==> src/design/wcsp_pkg.sv <==
`timescale 1ns / 1ps
`default_nettype none

package wcsp_pkg;

   // header and chunk tags, big-endian as they arrive on the wire
   localparam logic [3:0][7:0] RIFF_BYTES = {8'h46, 8'h46, 8'h49, 8'h52};
   localparam logic [3:0][7:0] WAVE_BYTES = {8'h45, 8'h56, 8'h41, 8'h57};
   localparam logic [31:0]     TAG_FMT    = 32'h666D7420;
   localparam logic [31:0]     TAG_DATA   = 32'h64617461;
   localparam logic [31:0]     TAG_NONE   = 32'h00000000;

   localparam logic [5:0]  MIN_FILE      = 6'd44;
   localparam logic [5:0]  RIFF_LAST_POS = 6'd11;
   localparam logic [31:0] DEFAULT_RATE  = 32'd44100;
   localparam logic [15:0] DEFAULT_CHAN  = 16'd1;
   localparam logic [15:0] FMT_PCM       = 16'd1;
   localparam logic [15:0] FMT_FLOAT     = 16'd3;
   localparam logic [15:0] BITS_8        = 16'd8;
   localparam logic [15:0] BITS_16       = 16'd16;
   localparam logic [15:0] BITS_32       = 16'd32;
   localparam logic [7:0]  PCM8_BIAS     = 8'h80;

   // fmt body byte offsets
   localparam logic [4:0] FMT_CHAN_OFS   = 5'd2;
   localparam logic [4:0] FMT_RATE_OFS   = 5'd4;
   localparam logic [4:0] FMT_RATE_END   = 5'd8;
   localparam logic [4:0] FMT_BITS_OFS   = 5'd14;
   localparam logic [4:0] FMT_BODY_LAST  = 5'd15;
   localparam logic [4:0] FMT_BODY_LEN   = 5'd16;

   // result queue
   localparam int RSP_DEPTH = 4;
   localparam int RSP_PTR_W = 2;

   typedef enum logic [1:0] {
      KIND_PCM,
      KIND_FLOAT,
      KIND_SUMMARY
   } rsp_kind_type;

   typedef enum logic [2:0] {
      STATUS_OK,
      STATUS_BAD_HEADER,
      STATUS_NO_DATA,
      STATUS_NO_CHANNELS,
      STATUS_BAD_FORMAT
   } rsp_status_type;

   typedef struct packed {
      rsp_kind_type        item_kind;
      logic signed [15:0]  pcm_sample;
      logic [31:0]         float_bits;
      logic [31:0]         sample_rate;
      logic [15:0]         channel_count;
      logic [31:0]         frame_total;
      rsp_status_type      status;
      logic                final_res;
   } rsp_item_type;

   // up to two results per byte: a sample, then the end summary
   typedef struct packed {
      logic         sample_valid;
      rsp_item_type sample;
      logic         summary_valid;
      rsp_item_type summary;
   } parse_out_type;

endpackage

`default_nettype wire

==> src/design/wcsp_parse.sv <==
`timescale 1ns / 1ps
`default_nettype none

module wcsp_parse (
   input  wire logic                   clock,
   input  wire logic                   reset,
   input  wire logic                   fire,
   input  wire logic [7:0]             file_byte,
   input  wire logic                   end_of_file,
   output wcsp_pkg::parse_out_type     results
);

   typedef enum logic [1:0] {
      PH_RIFF,
      PH_CHUNK_HDR,
      PH_BODY,
      PH_PAD
   } phase_type;

   phase_type   phase_ff, phase_in;
   logic [5:0]  bytes_seen_ff, bytes_seen_in;
   logic        header_good_ff, header_good_in;
   logic [2:0]  chi_ff, chi_in;
   logic [31:0] tag_ff, tag_in;
   logic [31:0] remaining_ff, remaining_in;
   logic [4:0]  body_ofs_ff, body_ofs_in;
   logic [15:0] fmt_sh_ff, fmt_sh_in;
   logic [15:0] chan_sh_ff, chan_sh_in;
   logic [31:0] rate_sh_ff, rate_sh_in;
   logic [15:0] bits_sh_ff, bits_sh_in;
   logic [15:0] format_ff, format_in;
   logic [15:0] channels_ff, channels_in;
   logic [31:0] rate_ff, rate_in;
   logic [15:0] bits_ff, bits_in;
   logic        data_found_ff, data_found_in;
   logic [31:0] gather_ff, gather_in;
   logic [1:0]  sbi_ff, sbi_in;
   logic [15:0] chan_phase_ff, chan_phase_in;
   logic [31:0] frames_ff, frames_in;

   function automatic logic [2:0] sample_bytes(input logic [15:0] fmt, input logic [15:0] bits);
      logic [2:0] n;
      n = 3'd0;
      if (fmt == wcsp_pkg::FMT_PCM && bits == wcsp_pkg::BITS_16) n = 3'd2;
      else if (fmt == wcsp_pkg::FMT_PCM && bits == wcsp_pkg::BITS_8) n = 3'd1;
      else if (fmt == wcsp_pkg::FMT_FLOAT && bits == wcsp_pkg::BITS_32) n = 3'd4;
      return n;
   endfunction

   logic [31:0] byte_wide;
   logic [31:0] rem_hdr;
   logic [31:0] rem_dec;
   logic [31:0] gather_new;
   logic [2:0]  bps;
   logic [15:0] chan_next;
   logic [5:0]  pos;
   logic [4:0]  ofs;
   wcsp_pkg::rsp_status_type status;

   always_comb begin
      phase_in       = phase_ff;
      bytes_seen_in  = bytes_seen_ff;
      header_good_in = header_good_ff;
      chi_in         = chi_ff;
      tag_in         = tag_ff;
      remaining_in   = remaining_ff;
      body_ofs_in    = body_ofs_ff;
      fmt_sh_in      = fmt_sh_ff;
      chan_sh_in     = chan_sh_ff;
      rate_sh_in     = rate_sh_ff;
      bits_sh_in     = bits_sh_ff;
      format_in      = format_ff;
      channels_in    = channels_ff;
      rate_in        = rate_ff;
      bits_in        = bits_ff;
      data_found_in  = data_found_ff;
      gather_in      = gather_ff;
      sbi_in         = sbi_ff;
      chan_phase_in  = chan_phase_ff;
      frames_in      = frames_ff;

      results = '0;

      byte_wide  = {24'd0, file_byte};
      pos        = bytes_seen_ff;
      ofs        = body_ofs_ff;
      rem_hdr    = remaining_ff | (byte_wide << {chi_ff[1:0], 3'b000});
      rem_dec    = remaining_ff - 32'd1;
      gather_new = gather_ff | (byte_wide << {sbi_ff, 3'b000});
      bps        = sample_bytes(format_ff, bits_ff);
      chan_next  = chan_phase_ff + 16'd1;

      if (pos < wcsp_pkg::MIN_FILE) bytes_seen_in = pos + 6'd1;

      case (phase_ff)
         PH_RIFF: begin
            if (pos < 6'd4 && file_byte != wcsp_pkg::RIFF_BYTES[pos[1:0]])
               header_good_in = 1'b0;
            if (pos >= 6'd8 && pos < 6'd12 && file_byte != wcsp_pkg::WAVE_BYTES[pos[1:0]])
               header_good_in = 1'b0;
            if (pos >= wcsp_pkg::RIFF_LAST_POS) begin
               phase_in = PH_CHUNK_HDR;
               chi_in   = 3'd0;
            end
         end
         PH_CHUNK_HDR: begin
            chi_in = chi_ff + 3'd1;
            if (!chi_ff[2]) begin
               // tag bytes
               tag_in       = {tag_ff[23:0], file_byte};
               remaining_in = '0;
            end else begin
               // little-endian size bytes
               remaining_in = rem_hdr;
               if (chi_ff == 3'd7) begin
                  if (tag_ff == wcsp_pkg::TAG_DATA) begin
                     data_found_in = 1'b1;
                     gather_in     = '0;
                     sbi_in        = '0;
                  end else if (tag_ff == wcsp_pkg::TAG_FMT) begin
                     body_ofs_in = '0;
                     fmt_sh_in   = '0;
                     chan_sh_in  = '0;
                     rate_sh_in  = '0;
                     bits_sh_in  = '0;
                  end
                  if (rem_hdr == 32'd0) phase_in = PH_CHUNK_HDR;
                  else if (rem_hdr[0]) phase_in = PH_PAD;
                  else phase_in = PH_BODY;
               end
            end
         end
         default: begin
            if (tag_ff == wcsp_pkg::TAG_FMT && !data_found_ff) begin
               if (ofs < wcsp_pkg::FMT_CHAN_OFS)
                  fmt_sh_in = fmt_sh_ff | (byte_wide[15:0] << {ofs[0], 3'b000});
               else if (ofs < wcsp_pkg::FMT_RATE_OFS)
                  chan_sh_in = chan_sh_ff | (byte_wide[15:0] << {ofs[0], 3'b000});
               else if (ofs < wcsp_pkg::FMT_RATE_END)
                  rate_sh_in = rate_sh_ff | (byte_wide << {ofs[1:0], 3'b000});
               else if (ofs >= wcsp_pkg::FMT_BITS_OFS && ofs < wcsp_pkg::FMT_BODY_LEN)
                  bits_sh_in = bits_sh_ff | (byte_wide[15:0] << {ofs[0], 3'b000});
               if (ofs == wcsp_pkg::FMT_BODY_LAST) begin
                  format_in   = fmt_sh_in;
                  channels_in = chan_sh_in;
                  rate_in     = rate_sh_in;
                  bits_in     = bits_sh_in;
               end
               if (ofs < wcsp_pkg::FMT_BODY_LEN) body_ofs_in = ofs + 5'd1;
            end else if (tag_ff == wcsp_pkg::TAG_DATA) begin
               if (header_good_ff && channels_ff != 16'd0 && bps != 3'd0) begin
                  gather_in = gather_new;
                  if ({1'b0, sbi_ff} + 3'd1 == bps) begin
                     results.sample_valid = 1'b1;
                     if (bps == 3'd4) begin
                        results.sample.item_kind  = wcsp_pkg::KIND_FLOAT;
                        results.sample.float_bits = gather_new;
                     end else if (bps == 3'd2) begin
                        results.sample.item_kind  = wcsp_pkg::KIND_PCM;
                        results.sample.pcm_sample = gather_new[15:0];
                     end else begin
                        results.sample.item_kind  = wcsp_pkg::KIND_PCM;
                        results.sample.pcm_sample = {file_byte ^ wcsp_pkg::PCM8_BIAS, 8'd0};
                     end
                     gather_in = '0;
                     sbi_in    = '0;
                     if (chan_next == channels_ff) begin
                        chan_phase_in = '0;
                        if (frames_ff != '1) frames_in = frames_ff + 32'd1;
                     end else begin
                        chan_phase_in = chan_next;
                     end
                  end else begin
                     sbi_in = sbi_ff + 2'd1;
                  end
               end
            end
            remaining_in = rem_dec;
            if (rem_dec == 32'd0) begin
               if (phase_ff == PH_PAD) begin
                  // pad byte: one-byte body of an unnamed chunk
                  phase_in     = PH_BODY;
                  tag_in       = wcsp_pkg::TAG_NONE;
                  remaining_in = 32'd1;
               end else begin
                  phase_in = PH_CHUNK_HDR;
                  chi_in   = 3'd0;
               end
            end
         end
      endcase

      // end summary, taken from the state after this byte
      if (bytes_seen_in < wcsp_pkg::MIN_FILE || !header_good_in)
         status = wcsp_pkg::STATUS_BAD_HEADER;
      else if (!data_found_in)
         status = wcsp_pkg::STATUS_NO_DATA;
      else if (channels_in == 16'd0)
         status = wcsp_pkg::STATUS_NO_CHANNELS;
      else if (sample_bytes(format_in, bits_in) == 3'd0)
         status = wcsp_pkg::STATUS_BAD_FORMAT;
      else
         status = wcsp_pkg::STATUS_OK;

      results.summary_valid         = end_of_file;
      results.summary.item_kind     = wcsp_pkg::KIND_SUMMARY;
      results.summary.sample_rate   = rate_in;
      results.summary.channel_count = channels_in;
      results.summary.frame_total   = frames_in;
      results.summary.status        = status;
      results.summary.final_res     = 1'b1;
   end

   always_ff @(posedge clock) begin
      if (reset || (fire && end_of_file)) begin
         phase_ff       <= PH_RIFF;
         bytes_seen_ff  <= '0;
         header_good_ff <= 1'b1;
         chi_ff         <= '0;
         tag_ff         <= '0;
         remaining_ff   <= '0;
         body_ofs_ff    <= '0;
         fmt_sh_ff      <= '0;
         chan_sh_ff     <= '0;
         rate_sh_ff     <= '0;
         bits_sh_ff     <= '0;
         format_ff      <= wcsp_pkg::FMT_PCM;
         channels_ff    <= wcsp_pkg::DEFAULT_CHAN;
         rate_ff        <= wcsp_pkg::DEFAULT_RATE;
         bits_ff        <= wcsp_pkg::BITS_16;
         data_found_ff  <= 1'b0;
         gather_ff      <= '0;
         sbi_ff         <= '0;
         chan_phase_ff  <= '0;
         frames_ff      <= '0;
      end else if (fire) begin
         phase_ff       <= phase_in;
         bytes_seen_ff  <= bytes_seen_in;
         header_good_ff <= header_good_in;
         chi_ff         <= chi_in;
         tag_ff         <= tag_in;
         remaining_ff   <= remaining_in;
         body_ofs_ff    <= body_ofs_in;
         fmt_sh_ff      <= fmt_sh_in;
         chan_sh_ff     <= chan_sh_in;
         rate_sh_ff     <= rate_sh_in;
         bits_sh_ff     <= bits_sh_in;
         format_ff      <= format_in;
         channels_ff    <= channels_in;
         rate_ff        <= rate_in;
         bits_ff        <= bits_in;
         data_found_ff  <= data_found_in;
         gather_ff      <= gather_in;
         sbi_ff         <= sbi_in;
         chan_phase_ff  <= chan_phase_in;
         frames_ff      <= frames_in;
      end
   end

endmodule

`default_nettype wire

==> src/design/wcsp_rsp_fifo.sv <==
`timescale 1ns / 1ps
`default_nettype none

module wcsp_rsp_fifo (
   input  wire logic                          clock,
   input  wire logic                          reset,
   input  wire logic                          push_en,
   input  wire wcsp_pkg::parse_out_type       push_data,
   output wcsp_pkg::rsp_item_type             head,
   output logic                               head_valid,
   input  wire logic                          head_ready,
   output logic [wcsp_pkg::RSP_PTR_W:0]       level
);

   wcsp_pkg::rsp_item_type mem_ff [wcsp_pkg::RSP_DEPTH];

   logic [wcsp_pkg::RSP_PTR_W-1:0] wr_ff, wr_in;
   logic [wcsp_pkg::RSP_PTR_W-1:0] rd_ff, rd_in;
   logic [wcsp_pkg::RSP_PTR_W:0]   level_ff, level_in;
   logic [wcsp_pkg::RSP_PTR_W-1:0] wr_second;
   logic                           push_a, push_b, pop;

   assign push_a     = push_en && push_data.sample_valid;
   assign push_b     = push_en && push_data.summary_valid;
   assign pop        = head_valid && head_ready;
   assign wr_second  = wr_ff + {{(wcsp_pkg::RSP_PTR_W-1){1'b0}}, push_a};
   assign head_valid = level_ff != '0;
   assign head       = mem_ff[rd_ff];
   assign level      = level_ff;

   always_comb begin
      wr_in    = wr_ff + {{(wcsp_pkg::RSP_PTR_W-1){1'b0}}, push_a}
                       + {{(wcsp_pkg::RSP_PTR_W-1){1'b0}}, push_b};
      rd_in    = rd_ff + {{(wcsp_pkg::RSP_PTR_W-1){1'b0}}, pop};
      level_in = level_ff + {{wcsp_pkg::RSP_PTR_W{1'b0}}, push_a}
                          + {{wcsp_pkg::RSP_PTR_W{1'b0}}, push_b}
                          - {{wcsp_pkg::RSP_PTR_W{1'b0}}, pop};
   end

   always_ff @(posedge clock) begin
      if (push_a) mem_ff[wr_ff] <= push_data.sample;
      if (push_b) mem_ff[wr_second] <= push_data.summary;
   end

   always_ff @(posedge clock) begin
      if (reset) begin
         wr_ff    <= '0;
         rd_ff    <= '0;
         level_ff <= '0;
      end else begin
         wr_ff    <= wr_in;
         rd_ff    <= rd_in;
         level_ff <= level_in;
      end
   end

endmodule

`default_nettype wire

==> src/design/wav_chunk_stream_parser_top.sv <==
`timescale 1ns / 1ps
`default_nettype none

// channel | dir | beat carries
// req_*   | in  | one file byte; tlast on the final byte of the file
// rsp_*   | out | one sample or the end summary; tlast on the summary
//
// one byte per cycle while the queue has room; a byte is held in the input register and
// is parsed in a single pass, its results written to the queue when it leaves that register
// a byte can make two beats (last sample plus summary); the four-entry result queue drains
// one beat per cycle while rsp_tready is high; input stalls with fewer than two entries free
// reset is synchronous and clears parser state and queue; the summary beat also
// returns the parser to its reset state for the next file
// rsp_tready low only backs up the queue, then req_tready drops

module wav_chunk_stream_parser_top (
   input  wire logic          clock,
   input  wire logic          reset,
   input  wire logic          req_tvalid,
   output logic               req_tready,
   input  wire logic [7:0]    req_tdata,   // [7:0] file_byte
   input  wire logic          req_tlast,   // end_of_file
   output logic               rsp_tvalid,
   input  wire logic          rsp_tready,
   output logic [135:0]       rsp_tdata,   // [15:0] pcm_sample, [47:16] float_bits,
                                           // [79:48] sample_rate, [95:80] channel_count,
                                           // [127:96] frame_total, [130:128] status, rest zero
   output logic [1:0]         rsp_tuser,   // [1:0] item_kind
   output logic               rsp_tlast    // final_res
);

   // input register
   logic       in_valid_ff;
   logic [7:0] in_byte_ff;
   logic       in_eof_ff;
   logic       advance;
   logic       room;

   wcsp_pkg::parse_out_type         results;
   wcsp_pkg::rsp_item_type          head;
   logic [wcsp_pkg::RSP_PTR_W:0]    level;

   // room for the worst case of two beats from one byte
   assign room       = level <= (wcsp_pkg::RSP_PTR_W + 1)'(wcsp_pkg::RSP_DEPTH - 2);
   assign advance    = in_valid_ff && room;
   assign req_tready = !in_valid_ff || advance;

   always_ff @(posedge clock) begin
      if (reset) begin
         in_valid_ff <= 1'b0;
      end else if (req_tready) begin
         in_valid_ff <= req_tvalid;
      end
   end

   always_ff @(posedge clock) begin
      if (req_tready && req_tvalid) begin
         in_byte_ff <= req_tdata;
         in_eof_ff  <= req_tlast;
      end
   end

   wcsp_parse u_parse (
      .clock       (clock),
      .reset       (reset),
      .fire        (advance),
      .file_byte   (in_byte_ff),
      .end_of_file (in_eof_ff),
      .results     (results)
   );

   wcsp_rsp_fifo u_rsp_fifo (
      .clock      (clock),
      .reset      (reset),
      .push_en    (advance),
      .push_data  (results),
      .head       (head),
      .head_valid (rsp_tvalid),
      .head_ready (rsp_tready),
      .level      (level)
   );

   assign rsp_tdata = {5'd0, head.status, head.frame_total, head.channel_count,
                       head.sample_rate, head.float_bits, head.pcm_sample};
   assign rsp_tuser = head.item_kind;
   assign rsp_tlast = head.final_res;

   // only the summary beat closes a run
   a_last_is_summary: assert property (@(posedge clock) disable iff (reset)
      rsp_tvalid |-> (rsp_tlast == (rsp_tuser == wcsp_pkg::KIND_SUMMARY)))
      else $error("tlast and summary kind disagree");

   // queue never runs past its depth
   a_queue_bound: assert property (@(posedge clock) disable iff (reset)
      level <= (wcsp_pkg::RSP_PTR_W + 1)'(wcsp_pkg::RSP_DEPTH))
      else $error("result queue overflow");

   // a parsed final byte always leaves its summary in the queue
   a_summary_queued: assert property (@(posedge clock) disable iff (reset)
      (advance && in_eof_ff) |=> rsp_tvalid)
      else $error("summary missing after final byte");

   // summary status stays within its defined codes
   a_status_range: assert property (@(posedge clock) disable iff (reset)
      (rsp_tvalid && rsp_tlast) |-> (rsp_tdata[130:128] <= 3'd4))
      else $error("summary status out of range");

endmodule

`default_nettype wire
==> config.mk <==
export PLATFORM = sky130hd
export DESIGN_NAME = wav_chunk_stream_parser_top
export DESIGN_NICKNAME = d
export VERILOG_FILES = /design/src/design/wcsp_pkg.sv /design/src/design/wcsp_parse.sv /design/src/design/wcsp_rsp_fifo.sv /design/src/design/wav_chunk_stream_parser_top.sv
export SDC_FILE = /design/constraint.sdc
export NUM_CORES = 2
export LEC_CHECK = 0
export ABC_AREA = 1
export ABC_CLOCK_PERIOD_IN_PS = 5650
export BUFFER_PORTS_ARGS = -buffer_cell sky130_fd_sc_hd__buf_2
export CAP_MARGIN = 20
export CORE_AREA = 5 5 277 279
export CTS_CLUSTER_DIAMETER = 80
export DETAILED_ROUTE_END_ITERATION = 10
export DIE_AREA = 0 0 282 284
export PLACE_DENSITY = 0.8
export RECOVER_POWER = 50
export SYNTH_ARGS = -nofsm -noshare
export SYNTH_HDL_FRONTEND = slang
export SYNTH_SLANG_ARGS = --single-unit
==> constraint.sdc <==
create_clock -name clock -period 5.65 [get_ports clock]
set_input_delay 0.565 -clock clock [delete_from_list [all_inputs] [get_ports clock]]
set_output_delay 0.565 -clock clock [all_outputs]
set_load 0.1 [all_outputs]
=== After elaboration in Yosys (flattened, before gate mapping) ===
Memory sizes are Yosys's and may differ from the RTL's. A register that Yosys moved wholly into a read port is not among the register bits.
Index checks and enable logic that the tools add are counted.
Widths: inputs -> output; s select.

* Register bits: 341
* Output and inout port bits: 141
* RAM bits: 536
* Memories: 1
* Input port bits: 13

{| class="wikitable"
|+ Memory list
! name !! words !! width !! rd ports !! clocked after Yosys merged registers in !! wr ports !! line !! source
|-
| u_rsp_fifo.mem_ff || 4 || 134 || 1 || 1 || 2 || wcsp_rsp_fifo.sv:15 || <nowiki>wcsp_pkg::rsp_item_type mem_ff [wcsp_pkg::RSP_DEPTH];</nowiki>
|}

* Muxes and demuxes: 128
* Reductions and logical operators: 47
* Eq/ne operators: 31
* Add/sub/neg operators: 14
* Order comparisons: 13
* Shifts and indexed selects: 4
* Bitwise gates (word level): 10

{| class="wikitable"
|+ Operator list
! operator !! number
|-
| $mux 32 || 32
|-
| $mux 16 || 26
|-
| $pmux 32 s2 || 4
|-
| $mux 51 || 5
|-
| $or 32x32->32 || 3
|-
| $pmux 16 s2 || 3
|-
| $shl 8x5->32 || 3
|-
| $eq 32x31->1 const B || 2
|-
| $logic_not 32->1 || 2
|-
| $mux 3 || 16
|-
| $or 16x16->16 || 3
|-
| $add 32x1->32 const B || 1
|-
| $bmux 8 s2 || 2
|-
| $eq 16x1->1 const B || 2
|-
| $eq 16x2->1 const B || 2
|-
| $eq 16x4->1 const B || 2
|-
| $eq 16x5->1 const B || 2
|-
| $eq 16x6->1 const B || 2
|-
| $ne 32x32->1 const B || 1
|-
| $sub 32x1->32 const B || 1
|-
| $mux 5 || 6
|-
| $mux 2 || 14
|-
| $logic_and 1x1->1 || 18
|-
| $add 16x1->16 const B || 1
|-
| other kinds (53) || 94
|}

=== Logic depth before layout (Yosys ltp) ===
* Depth after elaboration: 22
* Gate-level depth with buffers: 20

=== Modules after synthesis ===
From an unflattened synthesis, not the netlist that was laid out.

* Cells, all modules: 6811
* Area, all modules: 50272.0 um2

{| class="wikitable"
|+ By module, submodules not included
! module !! times used !! cells each !! sequential area each (um2) !! area each (um2)
|-
| wcsp_rsp_fifo || 1 || 3409 || 16235.6 || 28916.5
|-
| wcsp_parse || 1 || 3377 || 6486.2 || 20978.9
|-
| wav_chunk_stream_parser_top || 1 || 25 || 290.3 || 376.6
|}

=== Worst setup path before layout ===
Ideal clock, no wire load.

* Kind: register to register
* Start: reg u_parse.format_ff[9]
* End: mem u_rsp_fifo.mem_ff[3][10] in the netlist's numbering, enable pin
* Setup time: 816 ps
* Stages on the path, launching flop included: 21
* Required time: 4834 ps
* Slack: 720 ps
* Data arrival time: 4113 ps
* Cell sequence: dfxtp_1 inv_2 nand2_1 nor3_1 nand2_1 nor2_4 nand2_1 nand2_1 nand2_1 nor2_1 nand2_2 nor2_4 nand3_4 inv_2 ha_1 xnor2_1 inv_1 nand3_1 clkbuf_1 clkbuf_1 nand2_1

{| class="wikitable"
|+ RTL lines
! what !! line !! source
|-
| start, declared || wcsp_parse.sv:31 || <nowiki>logic [15:0] format_ff, format_in;</nowiki>
|-
| start signal, assigned || wcsp_parse.sv:227 || <nowiki>format_ff <= wcsp_pkg::FMT_PCM;</nowiki>
|-
| start signal, assigned || wcsp_parse.sv:248 || <nowiki>format_ff <= format_in;</nowiki>
|-
| end, declared || wcsp_rsp_fifo.sv:15 ||
|}

==> results.json <==
{
  "fin_setup_tns_ns": 0,
  "dp_hpwl_um": 77400,
  "finClkSkew_ns": 0.0195,
  "antenna_found_initial": 0,
  "synth_fa_ha_area_frac": 0.00634,
  "multi_input_area_sq_mm": 0.0187,
  "grt_first_pass_wirelength_um": 200000,
  "avgSynthCellArea_sq_um": 7.31,
  "p_per_area_mw_per_mm2": 455,
  "r2r-end": "u_rsp_fifo.mem_ff[2][28]",
  "ir_worst_vdd_uv": 429,
  "cts_hold_buf": 0,
  "yosysWarnings": 0,
  "nets": 5952,
  "hold_viol_final": 0,
  "mostFrequentLayoutCells": "nand2_1 (1163), nor2_1 (1162), inv_1 (708)",
  "switching_share": 0.453,
  "regArea_sq_mm": 0.0209,
  "cts_tree": "built",
  "holdPathEnd": "in_eof_ff",
  "worst-setup-path-type": "flop to output port",
  "rsz0062_at_grt": "no",
  "synth_cells": 5997,
  "drive_gt1_frac": 0.0585,
  "crit_fanout": 153,
  "clockBufferDepth": 3,
  "fillers": 6336,
  "drc": 0,
  "first_pass_iters": 8,
  "crit_path_end_kind": "output port",
  "layout_commonest_cell": "nand2_1",
  "setup_violations": 0,
  "grt-busiest-layer": "met2",
  "chipHeight_um": 284,
  "r2r.worst_path.cells": 14,
  "root_buffer": "clkbuf_16",
  "hold_path_startpoint": "req_tlast",
  "dieArea_sq_mm": 0.0801,
  "switchingPower_mw": 9.82,
  "cp.required_ns": 5.09,
  "cts.clk_slew.worst_paths_ns": 0.06,
  "wl_um": 126000,
  "holdWs_ns": 0.103,
  "tritoncts.num_buffers": 89,
  "fin_crit_ns": 5.07,
  "regToRegStartpoint": "u_parse.sbi_ff[0]",
  "grtUsageTotal": 0.304,
  "violations": "capacitance limit, slew limit",
  "yosysSeqAreaShare": 0.476,
  "ioPinCount": 154,
  "routed_via_density": 5.78,
  "area_growth_pct": 8.56,
  "grt_use_met3": 0.0481,
  "clock_latency_ns": 0.65,
  "start_util": 0.593,
  "drt_iter0_drc": 4915,
  "synth_top_family_by_area": "simple AND/OR/NAND/NOR gates",
  "die_width_um": 282,
  "cts_num_sinks": 873,
  "place_congestion": 0.923,
  "drt.antenna.violating_nets": 0,
  "leakagePower_nw": 21.3,
  "cts_resized": 0,
  "post_cts.repair.setup_buffers": 0,
  "met2_usage": 0.490,
  "worstPathArrival_ns": 4.51,
  "synthMuxAreaShare": 0,
  "slew_headroom": -0.785,
  "grtUsageMet1": 0.415,
  "wl_per_cell_um": 18.1,
  "netlist-cell-type-count": 56,
  "hold_depth": 1,
  "drv_cap": 4,
  "tightest_slew_ns": 2.68,
  "p_seq_frac": 0.344,
  "vias": 40200,
  "synth_seq_cells": 873,
  "synth_compound_area_frac": 0.153,
  "startpoint_type": "flop",
  "synth-xor-area-share": 0.00479,
  "mappedNetlistArea_sq_mm": 0.0438,
  "min_path_type": "input pin to flop",
  "p_int_mw": 11.8,
  "fmax_mhz": 197,
  "p_clk_frac": 0.272,
  "cts_max_level": 3,
  "grt_overflow": 0,
  "grt_pass1_vias": 37600,
  "drv_slew": 357,
  "diodes": 0,
  "placementRows": 100,
  "synthSimpleGateAreaFrac": 0.259,
  "grt_start_max_net_pins": 206,
  "numPortBuffers": 148,
  "p_comb_frac": 0.384,
  "timing.final.crit_share": 0.898,
  "reg2reg_slack_ns": 0.83,
  "status": "finished with violations",
  "design.core.area_sq_mm": 0.0739
}
power by group through the flow:
stage                     sequential [mW]  combinational (mW)  clock (mW)
after floorplan                      7.44                6.78           0
after global placement               7.54                8.25           0
after detailed placement             7.57                8.34           0
after CTS                            7.44                8.38        5.92
after global routing                 7.50                8.87        6.20
final                                7.45                8.32        5.89
worst max path at each step:
| stage | depth (start not counted) | slack [ns] | startpoint | endpoint |
|---|---|---|---|---|
| 2_1_floorplan | 20 | 0.72 | u_parse.format_ff[9] | u_rsp_fifo.mem_ff[3][10] |
| 3_5_place_dp | 14 | 1.24 | u_parse.sbi_ff[0] | u_rsp_fifo.mem_ff[2][71] |
| 4_1_cts | 14 | 1.23 | u_parse.sbi_ff[0] | u_rsp_fifo.mem_ff[2][29] |
| 5_1_grt | 5 | 0.43 | u_rsp_fifo.rd_ff[0] | rsp_tdata[13] |
| 6_report | 5 | 0.58 | u_rsp_fifo.rd_ff[0] | rsp_tdata[11] |
| 3_3_place_gp | 14 | 1.32 | u_parse.sbi_ff[0] | u_rsp_fifo.mem_ff[2][69] |
cells in the mapped netlist, drive strengths merged:
| cell | n | area share |
|---|---|---|
| xnor2 | 7 | 0.0014 |
| a211oi | 87 | 0.015 |
| o21ai | 450 | 0.051 |
| buf | 80 | 0.011 |
| ha | 19 | 0.0054 |
| nor4 | 15 | 0.0021 |
| a31oi | 30 | 0.0043 |
| nand2 | 1176 | 0.10 |
| xor2 | 17 | 0.0034 |
| a21o | 4 | 0.00068 |
| a221oi | 26 | 0.0052 |
| and2 | 10 | 0.0017 |
| a21boi | 1 | 0.00017 |
| o211ai | 14 | 0.0024 |
| o21bai | 44 | 0.0076 |
| nand3b | 3 | 0.00051 |
| edfxtp | 341 | 0.23 |
| a21oi | 423 | 0.048 |
| and3 | 3 | 0.00043 |
| or2 | 32 | 0.0046 |
| a211o | 1 | 0.00020 |
| nand4 | 130 | 0.020 |
| a2bb2oi | 1 | 0.00020 |
| o31ai | 13 | 0.0022 |
| nor2b | 1 | 0.00014 |
| a31o | 11 | 0.0022 |
| a32oi | 1 | 0.00020 |
| conb | 1 | 0.000086 |
| inv | 730 | 0.063 |
| fa | 2 | 0.00091 |
| o41ai | 1 | 0.00020 |
| clkinv | 8 | 0.00068 |
| o22ai | 85 | 0.012 |
| o221a | 1 | 0.00026 |
| nand3 | 196 | 0.024 |
| o221ai | 1 | 0.00020 |
| clkbuf | 297 | 0.025 |
| dfxtp | 532 | 0.24 |
| nor2 | 1181 | 0.10 |
| o32ai | 1 | 0.00020 |
| nor3 | 21 | 0.0024 |
registers in the layout (all words and copies together), names as in the netlist, 16 cells and up:
name,count
u_parse.bits_ff,16
u_parse.bits_sh_ff,16
u_parse.chan_phase_ff,16
u_parse.chan_sh_ff,16
u_parse.channels_ff,16
u_parse.fmt_sh_ff,16
u_parse.format_ff,16
u_parse.frames_ff,32
u_parse.gather_ff,32
u_parse.rate_ff,32
u_parse.rate_sh_ff,32
u_parse.remaining_ff,32
u_parse.tag_ff,32
u_rsp_fifo.mem_ff,532
per-stage QoR:
step	setup WS (ns)	cells	utilization	instance area, sq um	total power, mW
5_1_grt	0.435	6957	0.644	47600	22.6
3_3_place_gp	1.32	6795	0.607	44900	15.8
6_report	0.578	6957	0.644	47600	21.7
2_1_floorplan	0.720	6001	-	43900	14.2
3_5_place_dp	1.24	6795	0.607	44900	15.9
4_1_cts	1.23	6956	0.646	47800	21.7
per-layer routing:
layer / routed length [um] / vias to the layer above
li1: - / 19300
met2: 58600 / 1931
met4: 4340 / 0
met5: 0 / -
met1: 51700 / 18700
met3: 11400 / 283
layout make-up:
| class | instances | area share |
|---|---|---|
| flip-flops and latches | 873 | 0.439 |
| multi-input cells | 4013 | 0.393 |
| inverters | 738 | 0.0585 |
| clock buffers | 125 | 0.0541 |
| well taps | 969 | 0.0255 |
| repair buffers | 203 | 0.0236 |
| clock inverters | 36 | 0.00670 |
critical path, cell delays in order, from the launching register on:
cell,delay (ns)
dfxtp_1,1.33
inv_8,0.53
o21ai_0,0.40
a21oi_1,0.07
a21oi_1,0.38
clkbuf_1,0.94
kinds of logic after synthesis:
| group | after synthesis |
|---|---|
| adder cells (fa/ha/maj) | 21 |
| other | 1 |
| buffers and inverters | 1115 |
| AO/OA/AOI/OAI | 1195 |
| flip-flops | 873 |
| XOR/XNOR | 24 |
| AND/OR/NAND/NOR | 2768 |
(Power assumes the default switching activity.)
